## src/design/hsog_pkg.sv

```systemverilog
// Shared types, constants and helper functions of the hashed step offset generator.
`default_nettype none

package hsog_pkg;

  // Field and datapath widths.
  localparam int SEED_W     = 32;
  localparam int BOUND_W    = 7;
  localparam int OFFSET_W   = 6;
  localparam int LEVEL_W    = 10;
  localparam int PROD_W     = 18;
  localparam int DIGIT_W    = 8;
  localparam int MOD_STAGES = SEED_W / DIGIT_W;

  // Cycles from the accepting edge to the edge that takes the first result.
  localparam int LATENCY = 6 + MOD_STAGES;

  // Level scaling.
  localparam logic [LEVEL_W-1:0] LEVEL_FULL = 10'd1000;
  localparam logic [7:0]         FLIP_SCALE = 8'd255;

  // Seed folding by repeated multiply-by-31; the square covers two folds at once.
  localparam logic [PROD_W-1:0] MUL_31      = 18'd31;
  localparam logic [PROD_W-1:0] MUL_961     = 18'd961;
  localparam logic [SEED_W-1:0] HASH_MUL    = 32'd31;
  localparam logic [SEED_W-1:0] HASH_MUL_SQ = 32'd961;

  // Finalizer multipliers.
  localparam logic [SEED_W-1:0] FMIX_C1 = 32'h85eb_ca6b;
  localparam logic [SEED_W-1:0] FMIX_C2 = 32'hc2b2_ae35;

  // Division by 1000: floor reciprocal, then one upward correction.
  localparam logic [PROD_W-1:0] DIV_DEN     = 18'd1000;
  localparam logic [PROD_W-1:0] RECIP_1000  = 18'd134217;
  localparam int                RECIP_SHIFT = 27;

  // Operation codes.
  typedef enum logic [1:0] {
    OP_OFFSET     = 2'd0,
    OP_REPEAT     = 2'd1,
    OP_REPEAT_MOD = 2'd2,
    OP_FLIP       = 2'd3
  } op_e;

  // Control bits that travel with each word down the pipeline.
  typedef struct packed {
    logic vld;
    logic zero;
    logic flip_mode;
    logic flip;
    logic last;
  } ctl_t;

  // Eight steps of restoring remainder: shift in one dividend bit, subtract if it fits.
  function automatic logic [BOUND_W-1:0] rem_step(input logic [BOUND_W-1:0] rem_in,
                                                  input logic [DIGIT_W-1:0] bits,
                                                  input logic [BOUND_W-1:0] bound);
    logic [BOUND_W:0]   acc;
    logic [BOUND_W-1:0] r;
    r = rem_in;
    for (int i = DIGIT_W - 1; i >= 0; i--) begin
      acc = {r, bits[i]};
      if (acc >= {1'b0, bound}) begin
        acc = acc - {1'b0, bound};
      end
      r = acc[BOUND_W-1:0];
    end
    return r;
  endfunction

endpackage

`default_nettype wire

```

## src/design/hashed_step_offset_generator_top.sv

```systemverilog
// Top level of the hashed step offset generator.
//
// Usage: raise start_i with an operation and its fields; the word is taken at a
// rising edge where start_i is high and busy_o is low. Offset and flip words give
// one result; both repeat operations give REPEAT_COUNT results for steps 0, 1, ...
// Results appear on offset_o, flip_o and last_o for exactly one cycle while
// valid_o is high; last_o marks the final result of a word. The receiver cannot
// stall, and the pipeline never does either.
// Each word passes six hash and bound stages and then four remainder stages
// before its first result is taken.
// Throughput: one word per cycle for offset and flip words while busy_o is low.
// A repeat word holds busy_o high while the issue counter feeds its further
// steps into the pipeline, so no new word is taken until its last step is issued;
// its results come out on consecutive cycles.
// Reset clears the issue counter and all pipeline valid bits; words in flight
// are dropped. There is no configuration and no state between words.
`default_nettype none

module hashed_step_offset_generator_top #(
  parameter int MAX_STEPS    = 64,
  parameter int REPEAT_COUNT = 3
) (
  input  logic        clk_i,
  input  logic        rst_ni,
  input  logic        start_i,
  output logic        busy_o,
  input  logic [1:0]  operation_i,
  input  logic [7:0]  step_index_i,
  input  logic [7:0]  track_number_i,
  input  logic [9:0]  level_milli_i,
  input  logic [6:0]  step_count_i,
  input  logic [63:0] global_counter_i,
  input  logic [31:0] modifier_i,
  output logic        valid_o,
  output logic [5:0]  offset_o,
  output logic        flip_o,
  output logic        last_o
);
  import hsog_pkg::*;

  localparam int CntW = $clog2(REPEAT_COUNT + 1);
  localparam logic [CntW-1:0] LastIdx = CntW'(REPEAT_COUNT - 1);

  typedef struct packed {
    logic [7:0]  step;
    logic [7:0]  track;
    logic [9:0]  level;
    logic [6:0]  steps;
    logic [63:0] ent;
    logic [31:0] modifier;
    logic        use_mod;
  } sub_t;

  // Issue stage signals.
  op_e             op;
  logic            accept;
  logic            is_rep;
  logic [6:0]      steps_sat;
  sub_t            new_sub;
  ctl_t            new_ctl;
  logic [CntW-1:0] cnt_q, cnt_d;
  sub_t            hold_q;
  logic            hold_zero_q;

  // Pipeline registers.
  sub_t               s1_q, s1_d;
  ctl_t               c1_q, c1_d, c2_q, c3_q, c4_q, c5_q, c6_q, c6_d;
  logic [PROD_W-1:0]  t2_q, t2_d, p2_q, p2_d, p3_q;
  logic [SEED_W-1:0]  lo2_q, lo2_d, hi2_q, modx2_q, modx2_d, modx3_q, modx4_q, modx5_q;
  logic [SEED_W-1:0]  h3_q, h3_d, h4_q, h4_d, h5_q, h5_d, seed6_q, seed6_d;
  logic [7:0]         q0_3_q, q0_3_d, q4_q, q4_d, q5_q;
  logic [BOUND_W-1:0] bound6_q, bound6_d;

  // Stage-local combinational values.
  logic [LEVEL_W-1:0]  lsat1;
  logic [7:0]          fac1;
  logic [35:0]         prod2;
  logic [SEED_W-1:0]   x3, x4, x5;
  logic [PROD_W-1:0]   rem3;

  // Remainder unit outputs.
  ctl_t               ctl_out;
  logic [BOUND_W-1:0] rem_out;

  // Decode a new word into the first sub-item.
  always_comb begin
    op        = op_e'(operation_i);
    is_rep    = (op == OP_REPEAT) || (op == OP_REPEAT_MOD);
    steps_sat = ({25'd0, step_count_i} > 32'(MAX_STEPS)) ? 7'(MAX_STEPS) : step_count_i;

    new_sub.step     = is_rep ? 8'd0 : step_index_i;
    new_sub.track    = track_number_i;
    new_sub.level    = level_milli_i;
    new_sub.steps    = steps_sat;
    new_sub.ent      = (op == OP_OFFSET) ? global_counter_i : 64'd0;
    new_sub.modifier = modifier_i;
    new_sub.use_mod  = (op == OP_REPEAT_MOD);

    new_ctl.vld       = 1'b1;
    new_ctl.flip_mode = (op == OP_FLIP);
    new_ctl.flip      = 1'b0;
    new_ctl.last      = !is_rep || (REPEAT_COUNT == 1);
    case (op)
      OP_OFFSET:     new_ctl.zero = (level_milli_i == '0) || (steps_sat == '0);
      OP_REPEAT:     new_ctl.zero = (steps_sat == '0);
      OP_REPEAT_MOD: new_ctl.zero = (steps_sat == '0);
      default:       new_ctl.zero = 1'b0;
    endcase
  end

  assign busy_o = (cnt_q != '0);
  assign accept = start_i && !busy_o;

  // Issue: a new word, or the next step of a repeat word in progress.
  always_comb begin
    if (busy_o) begin
      s1_d            = hold_q;
      s1_d.step       = 8'(cnt_q);
      c1_d.vld        = 1'b1;
      c1_d.zero       = hold_zero_q;
      c1_d.flip_mode  = 1'b0;
      c1_d.flip       = 1'b0;
      c1_d.last       = (cnt_q == LastIdx);
      cnt_d           = (cnt_q == LastIdx) ? '0 : cnt_q + CntW'(1);
    end else begin
      s1_d     = new_sub;
      c1_d     = new_ctl;
      c1_d.vld = accept;
      cnt_d    = (accept && is_rep && (REPEAT_COUNT > 1)) ? CntW'(1) : cnt_q;
    end
  end

  // Stage 2: partial seed fold, low entropy word and modifier times 31, bound or threshold product.
  always_comb begin
    lsat1   = (s1_q.level > LEVEL_FULL) ? LEVEL_FULL : s1_q.level;
    fac1    = c1_q.flip_mode ? FLIP_SCALE : {1'b0, s1_q.steps - 7'd1};
    p2_d    = PROD_W'(lsat1) * PROD_W'(fac1);
    t2_d    = PROD_W'(s1_q.step) * MUL_961 + PROD_W'(s1_q.track) * MUL_31
            + PROD_W'(s1_q.level);
    lo2_d   = s1_q.ent[31:0] * HASH_MUL;
    modx2_d = s1_q.use_mod ? s1_q.modifier * HASH_MUL : '0;
  end

  // Stage 3: complete seed fold with two more multiply-by-31 steps; estimate the
  // quotient by 1000.
  always_comb begin
    h3_d   = SEED_W'(t2_q) * HASH_MUL_SQ + lo2_q + hi2_q;
    prod2  = 36'(p2_q) * 36'(RECIP_1000);
    q0_3_d = prod2[RECIP_SHIFT +: 8];
  end

  // Stage 4: first finalizer round; correct the quotient estimate.
  always_comb begin
    x3   = h3_q ^ (h3_q >> 16);
    h4_d = x3 * FMIX_C1;
    rem3 = p3_q - PROD_W'(q0_3_q) * DIV_DEN;
    q4_d = q0_3_q + {7'd0, (rem3 >= DIV_DEN)};
  end

  // Stage 5: second finalizer round.
  always_comb begin
    x4   = h4_q ^ (h4_q >> 13);
    h5_d = x4 * FMIX_C2;
  end

  // Stage 6: final shift, modifier mix, flip compare and offset bound.
  always_comb begin
    x5          = h5_q ^ (h5_q >> 16);
    seed6_d     = x5 ^ modx5_q;
    bound6_d    = q5_q[BOUND_W-1:0] + 7'd1;
    c6_d        = c5_q;
    c6_d.flip   = c5_q.flip_mode && (seed6_d[7:0] < q5_q);
  end

  // Control state.
  always_ff @(posedge clk_i or negedge rst_ni) begin
    if (!rst_ni) begin
      cnt_q <= '0;
      c1_q  <= '0;
      c2_q  <= '0;
      c3_q  <= '0;
      c4_q  <= '0;
      c5_q  <= '0;
      c6_q  <= '0;
    end else begin
      cnt_q <= cnt_d;
      c1_q  <= c1_d;
      c2_q  <= c1_q;
      c3_q  <= c2_q;
      c4_q  <= c3_q;
      c5_q  <= c4_q;
      c6_q  <= c6_d;
    end
  end

  // Datapath registers.
  always_ff @(posedge clk_i) begin
    if (accept) begin
      hold_q      <= new_sub;
      hold_zero_q <= new_ctl.zero;
    end
    s1_q     <= s1_d;
    t2_q     <= t2_d;
    p2_q     <= p2_d;
    lo2_q    <= lo2_d;
    hi2_q    <= s1_q.ent[63:32];
    modx2_q  <= modx2_d;
    h3_q     <= h3_d;
    p3_q     <= p2_q;
    q0_3_q   <= q0_3_d;
    modx3_q  <= modx2_q;
    h4_q     <= h4_d;
    q4_q     <= q4_d;
    modx4_q  <= modx3_q;
    h5_q     <= h5_d;
    q5_q     <= q4_q;
    modx5_q  <= modx4_q;
    seed6_q  <= seed6_d;
    bound6_q <= bound6_d;
  end

  // Seed modulo bound.
  hsog_mod u_mod (
    .clk_i   (clk_i),
    .rst_ni  (rst_ni),
    .ctl_i   (c6_q),
    .seed_i  (seed6_q),
    .bound_i (bound6_q),
    .ctl_o   (ctl_out),
    .rem_o   (rem_out)
  );

  // Result word.
  assign valid_o  = ctl_out.vld;
  assign last_o   = ctl_out.vld && ctl_out.last;
  assign flip_o   = ctl_out.vld && ctl_out.flip;
  assign offset_o = (ctl_out.vld && !ctl_out.zero && !ctl_out.flip_mode)
                  ? rem_out[OFFSET_W-1:0] : '0;

endmodule

`default_nettype wire

```

## src/design/hsog_mod.sv

```systemverilog
// Pipelined remainder unit: seed modulo a small bound, one byte of the seed per stage.
`default_nettype none

module hsog_mod (
  input  logic                          clk_i,
  input  logic                          rst_ni,
  input  hsog_pkg::ctl_t                ctl_i,
  input  logic [hsog_pkg::SEED_W-1:0]   seed_i,
  input  logic [hsog_pkg::BOUND_W-1:0]  bound_i,
  output hsog_pkg::ctl_t                ctl_o,
  output logic [hsog_pkg::BOUND_W-1:0]  rem_o
);
  import hsog_pkg::*;

  ctl_t               ctl_q [MOD_STAGES];
  ctl_t               ctl_d [MOD_STAGES];
  logic [SEED_W-1:0]  num_q [MOD_STAGES];
  logic [SEED_W-1:0]  num_in [MOD_STAGES];
  logic [BOUND_W-1:0] bnd_q [MOD_STAGES];
  logic [BOUND_W-1:0] bnd_in [MOD_STAGES];
  logic [BOUND_W-1:0] rem_q [MOD_STAGES];
  logic [BOUND_W-1:0] rem_in [MOD_STAGES];
  logic [BOUND_W-1:0] rem_d [MOD_STAGES];

  // Each stage takes the previous stage's partial remainder and the next seed byte.
  always_comb begin
    for (int g = 0; g < MOD_STAGES; g++) begin
      if (g == 0) begin
        ctl_d[g]  = ctl_i;
        num_in[g] = seed_i;
        bnd_in[g] = bound_i;
        rem_in[g] = '0;
      end else begin
        ctl_d[g]  = ctl_q[g-1];
        num_in[g] = num_q[g-1];
        bnd_in[g] = bnd_q[g-1];
        rem_in[g] = rem_q[g-1];
      end
      rem_d[g] = rem_step(rem_in[g], num_in[g][SEED_W-1 -: DIGIT_W], bnd_in[g]);
    end
  end

  // Control bits of every stage.
  always_ff @(posedge clk_i or negedge rst_ni) begin
    if (!rst_ni) begin
      for (int g = 0; g < MOD_STAGES; g++) begin
        ctl_q[g] <= '0;
      end
    end else begin
      for (int g = 0; g < MOD_STAGES; g++) begin
        ctl_q[g] <= ctl_d[g];
      end
    end
  end

  // Datapath of every stage; the consumed byte is shifted out.
  always_ff @(posedge clk_i) begin
    for (int g = 0; g < MOD_STAGES; g++) begin
      num_q[g] <= num_in[g] << DIGIT_W;
      bnd_q[g] <= bnd_in[g];
      rem_q[g] <= rem_d[g];
    end
  end

  assign ctl_o = ctl_q[MOD_STAGES-1];
  assign rem_o = rem_q[MOD_STAGES-1];

endmodule

`default_nettype wire

```

## config.mk

```make
export PLATFORM = sky130hd
export DESIGN_NAME = hashed_step_offset_generator_top
export DESIGN_NICKNAME = d
export VERILOG_FILES = /design/src/design/hsog_pkg.sv /design/src/design/hashed_step_offset_generator_top.sv /design/src/design/hsog_mod.sv
export SDC_FILE = /design/constraint.sdc
export NUM_CORES = 2
export LEC_CHECK = 0
export ABC_AREA = 1
export BUFFER_PORTS_ARGS = -buffer_cell sky130_fd_sc_hd__buf_2
export CAP_MARGIN = 20
export CORE_MARGIN = 2
export CORE_UTILIZATION = 70
export CTS_CLUSTER_SIZE = 10
export DETAILED_ROUTE_END_ITERATION = 10
export PLACE_DENSITY = 0.88
export SETUP_SLACK_MARGIN = 0.3
export SYNTH_ARGS = -nofsm -noshare
export SYNTH_HDL_FRONTEND = slang
export SYNTH_SLANG_ARGS = --single-unit
```

## constraint.sdc

```tcl
create_clock -name clk_i -period 27.8 [get_ports clk_i]
set_input_delay 2.78 -clock clk_i [delete_from_list [all_inputs] [get_ports clk_i]]
set_output_delay 2.78 -clock clk_i [all_outputs]
set_load 0.01 [all_outputs]
```

# After elaboration in Yosys (flattened, before gate mapping)
# Memory sizes are Yosys's and may differ from the RTL's.
# Index checks and enable logic that the tools add are counted.
dict set report totals {
  input_bits 134
  wordCells 239
  ff_bits 705
  ramBits 152
  mem_count 3
  latchBits 0
  romBits 0
  output_inout_bits 10
}
dict set report classes {
  div_mod_pow 0
  eq_ne 4
  reduce_logical 19
  n_bitwise 4
  multipliers 10
  shifts 0
  n_lt_le_gt_ge 36
  n_addsub 41
  mux 44
}
# memory words width read_ports rd_clocked_by_memory_dff wr line
set memory_table {}
lappend memory_table {u_mod.num_q 4 24 3 0 4 hsog_mod.sv:17} ;# logic [SEED_W-1:0] num_q [MOD_STAGES];
lappend memory_table {u_mod.bnd_q 4 7 3 0 4 hsog_mod.sv:19} ;# logic [BOUND_W-1:0] bnd_q [MOD_STAGES];
lappend memory_table {u_mod.rem_q 4 7 4 0 4 hsog_mod.sv:21} ;# logic [BOUND_W-1:0] rem_q [MOD_STAGES];
# cell count
set ops {}
lappend ops {{$ge A8 B7 Y1} 31}
lappend ops {{$mux W7} 33}
lappend ops {{$sub A7 B7 Y7} 31}
lappend ops {{$mux W124} 1}
lappend ops {{$mul A32 B5 Y32 const B} 2}
lappend ops {{$mux W64} 1}
lappend ops {{$xor A32 B16 Y32} 2}
lappend ops {{$mul A18 B18 Y35 const B} 1}
lappend ops {{$add A28 B32 Y32} 1}
lappend ops {{$add A32 B32 Y32} 1}
lappend ops {{$mul A32 B31 Y32 const B} 1}
lappend ops {{$mul A32 B32 Y32 const B} 1}
lappend ops {{$xor A32 B19 Y32} 1}
lappend ops {{$xor A32 B32 Y32} 1}
lappend ops {{$mul A18 B10 Y28 const B} 1}
lappend ops {{$add A18 B10 Y18} 1}
lappend ops {{$add A18 B13 Y18} 1}
lappend ops {{$ge A18 B10 Y1 const B} 1}
lappend ops {{$mul A10 B8 Y18} 1}
lappend ops {{$mul A8 B10 Y18 const B} 1}
lappend ops {{$sub A18 B18 Y18} 1}
lappend ops {{$mux W8} 2}
lappend ops {{$mul A8 B7 Y15 const B} 1}
lappend ops {{$mul A8 B5 Y13 const B} 1}
lappend ops {{other kinds (24)} 39}

# Depth between registers and ports, before layout
# An unclocked memory read counts as a cell.
dict set report logic_depth {
  word_depth 17
  ltp_mapped 95
  depth_no_buf 91
}

# Cells and area by module
# Synthesis repeated with hierarchy kept, for this count alone.
dict set report unflattened {
  hier_cells 8299
  hier_area_um2 74495.2
}
# mod area_each_um2 instances cells_per_inst seq_area_each_um2
set modules_own_cells {}
lappend modules_own_cells {hashed_step_offset_generator_top 59997.5 1 6223 15019.4}
lappend modules_own_cells {hsog_mod 14497.7 1 2076 2442.3}

# Worst setup path after synthesis
# No wires, ideal clock.
dict set report synth_path {
  path_type {reg2reg}
  startpoint {memory u_mod.bnd_q[1][1]}
  endpoint {memory u_mod.rem_q[2][1]}
  stages_incl_launch_ff 82
  setup_time_ps 58
  path_slack_ps 14976
  required_time_ps 27742
  n_path_buf 0
  arrival_ps 12766
  synth_period_minus_slack_ps 12824
  cell_sequence {dfxtp_1 -> inv_1 -> fa_1 -> nand2_2 -> nand3_2 -> nand2_2 -> nand2_1 -> nand2_2 -> nand2_4 -> o21ai_0 -> inv_1 -> fa_1 -> inv_1 -> nand2_1 -> nand3_1 -> nand2_1 -> nand3_2 -> nor2_4 -> (+46 left out) -> a211o_1 -> nand2_1 -> o311ai_0 -> inv_1 -> nand3_4 -> nand2_1 -> o21ai_1 -> fa_1 -> nand3_1 -> nand2_1 -> a21oi_1 -> o21bai_1 -> a31o_2 -> a21oi_1 -> nand2_2 -> nor2_4 -> nand2_1 -> nand2_1}
}
# element line
set synth_rtl {}
lappend synth_rtl {{start, declared} hsog_mod.sv:19}
lappend synth_rtl {{end, declared} hsog_mod.sv:21}

==> flow_metrics.tcl <==
set metrics [dict create \
    run_status "finished, final reports clean" \
    detail_route.drc_violations 0 \
    synthesis.instances 7449 \
    num-fill-cells 6277 \
    worst_ep_arrival_time_ns 15.54 \
    worst_hold_path_type "reg -> reg" \
    globalRoute.totalOverflow 0 \
    grt_antenna_before_repair 2 \
    initial_core_util_pct 70.8 \
    clk-insertion-delay-late_ns 0.70 \
    mappedNetlistNets 9525 \
    cts-hold-fix-buffers 0 \
    critPathCaptureType "register" \
    postRouteAntennaNets 0 \
    skew_ns 0.0605 \
    die_w_um 323 \
    clock_slew_at_reported_path_ffs_ns 0.05 \
    postSynthRegisterBits 798 \
    cts_setup_buffers 0 \
    cp_startpoint_kind "register" \
    h_tree_level_count 3 \
    drt-total-wl_um 177000 \
    ys_types 69 \
    worstPathBufferInverterCount 10 \
    area_delta_synth_final_pct 7.38 \
    rows 116 \
    cts_tree "done" \
    drv_slew 0 \
    sequential_to_total_area_share_from_yosys_stat_pct 24.5 \
    worst_path_largest_cell_delay_ns 0.70 \
    clock_path_buffers 3 \
    die_h_um 323 \
    clock_sink_count 798 \
    yosysWarnings 0 \
    setup.worst_path.class "reg -> reg" \
    final-instance-count-excl-fill 9064 \
    wl_per_cell_um 19.5 \
    post_synth.cell_area_avg_um2 9.55 \
    worst_path_dominant_cell_family "compound AO/OA/AOI/OAI gates" \
    most_common_library_cell_in_the_layout_ignoring_fill_and_taps "sky130_fd_sc_hd__inv_1" \
    clock_tree_root_buffer_cell "sky130_fd_sc_hd__clkbuf_16" \
    worstMarginPinSlew_ns 1.17 \
    worstPathMaxFanout 11 \
    most-common-layout-cells "sky130_fd_sc_hd__inv_1 (1,545), sky130_fd_sc_hd__nand2_1 (1,126), sky130_fd_sc_hd__ha_1 (1,088), sky130_fd_sc_hd__fa_1 (853), sky130_fd_sc_hd__dfxtp_1 (628)" \
    finalCritPeriodShare_pct 53.8 \
    floorplan.io_pins 144 \
    timing.final.hold_violations 0 \
    fraction_of_final_layout_cells_sized_beyond_drive_strength_1_pct 5.74 \
    finalNetCount 9727 \
    dominantRegCellSynth "sky130_fd_sc_hd__dfxtp_1" \
    postSynth.asyncResetShare_pct 5.89 \
    port_buffers 143 \
    gpl.final_weighted_congestion 0.996 \
    grt_setup_unrepaired "no" \
    grt_pass1_wl_um 286000 \
    global_route.usage.total_pct 34.9 \
    first_global_vias 56100 \
    maximum_number_of_pins_on_one_net_before_global_route_repair 111 \
    placed_cells 8910 \
    cts_repair_resize_count 0 \
    drt_iter0_markers 4140 \
    drt_first_pass_iters 7 \
    cp.required_ns 28.39 \
    report.final.setup_viol 0 \
    period_needed_ns 14.95 \
    fp.dieArea_um2 104000 \
    slew_headroom_pct 21.6 \
    clock_buffer_count_from_cts 95 \
    floorplan.core_area_um2 100000 \
    syn_area_um2 71100 \
    place_hpwl_um 137000 \
    achievable-frequency_mhz 66.9 \
    final.setup.tns_ns 0 \
    vias 51900 \
    via_per_inst 5.73 \
    worst_path_most_repeated_cell "sky130_fd_sc_hd__nand2_1" \
    number_of_synthesized_flops_with_an_enable_pin 123 \
    cap_viol_max_count 0 \
    timing.critical_path.slowest_stage_cell "sky130_fd_sc_hd__dfxtp_1" \
]
-- logic make-up after synthesis --
| group | after synthesis | share of synthesized area (%) |
|---|---|---|
| adder cells (fa/ha/maj) | 1942 | 43.2 |
| buffers and inverters | 1610 | 8.57 |
| AO/OA/AOI/OAI | 858 | 6.88 |
| XOR/XNOR | 472 | 5.81 |
| flip-flops | 798 | 24.5 |
| AND/OR/NAND/NOR | 1769 | 11.1 |
-- state kept, by name, summed over array words and instances, names as in the netlist, 15 cells and up --
register,flops
modx2_q,32
h3_q,32
u_mod.rem_q,27
hi2_q,32
modx4_q,32
u_mod.num_q,48
h5_q,32
lo2_q,32
modx5_q,32
p3_q,15
t2_q,18
s1_q,130
modx3_q,32
u_mod.ctl_d,15
u_mod.bnd_q,21
hold_q,122
h4_q,32
p2_q,18
seed6_q,32
-- metal layers --
layer,vias up,GRT usage [%],wire length (um)
met5,-,0,24
met4,4,20.7,11900
li1,23900,-,-
met1,25100,40.7,66000
met2,2231,61.0,87700
met3,745,5.43,11500
-- worst paths after layout --
kind                                      startpoint                          to  slack (ns)  cells past startpoint
max in group asynchronous                     rst_ni           c4_q[2]$_DFF_PN0_       25.14                      2
setup / recovery           u_mod.bnd_q[2][1]$_DFF_P_   u_mod.rem_q[3][1]$_DFF_P_       12.85                     81
setup reg to reg           u_mod.bnd_q[2][1]$_DFF_P_   u_mod.rem_q[3][1]$_DFF_P_       12.85                     81
hold / removal                   seed6_q[17]$_DFF_P_  u_mod.num_q[0][17]$_DFF_P_        0.30                      0
min in group asynchronous                     rst_ni           c6_q[4]$_DFF_PN0_        2.21                      2
hold reg to reg                  seed6_q[17]$_DFF_P_  u_mod.num_q[0][17]$_DFF_P_        0.30                      0
-- cell usage after synthesis, drive strengths merged, types with 2 or more instances --
cell | instances | share of area (%)
inv | 1559 | 8.2
nand2 | 1167 | 6.4
ha | 1089 | 19
fa | 853 | 24
dfxtp | 628 | 18
a21oi | 395 | 2.9
o21ai | 289 | 2.1
xor2 | 272 | 3.3
nor2 | 249 | 1.5
nand3 | 222 | 2.0
xnor2 | 200 | 2.5
edfxtp | 123 | 5.2
dfrtp | 47 | 1.7
nand4 | 43 | 0.38
clkbuf | 38 | 0.20
nor3 | 38 | 0.29
o21bai | 33 | 0.35
a31oi | 24 | 0.21
a21o | 22 | 0.23
o21a | 21 | 0.22
a21boi | 19 | 0.20
or2 | 15 | 0.13
buf | 12 | 0.13
o211ai | 11 | 0.12
and2 | 10 | 0.088
nand3b | 10 | 0.12
nor4 | 9 | 0.079
a211oi | 8 | 0.098
o311ai | 8 | 0.099
a221oi | 7 | 0.086
o31ai | 5 | 0.053
and3 | 3 | 0.026
o2111ai | 3 | 0.037
a2111oi | 2 | 0.025
a211o | 2 | 0.025
a31o | 2 | 0.025
a41oi | 2 | 0.025
nor3b | 2 | 0.021
-- metrics by stage --
step	hold slack, ns	cell area [um2]	worst slack [ns]	util (%)
2_1_floorplan	0.310	71100	14.98	-
3_3_place_gp	0.311	73400	13.53	73.1
3_5_place_dp	0.312	73400	12.94	73.1
4_1_cts	0.299	76400	12.87	76.0
5_1_grt	0.292	76400	11.34	76.0
6_report	0.302	76400	12.85	76.1
-- layout make-up --
class | count | area (um2) | share of cell area (%)
clock buffer | 136 | 2660 | 3.48
tap | 1357 | 1700 | 2.22
clock inverter | 16 | 302 | 0.395
antenna | 1 | 2.50 | 0.00328
sequential | 798 | 17400 | 22.8
timing repair buffer | 155 | 806 | 1.05
inverter | 1560 | 5870 | 7.68
multi-input combinational | 5041 | 47600 | 62.3
Power is not shown: default switching activity piles up to over one toggle a cycle in this logic, so the estimate is an artifact.
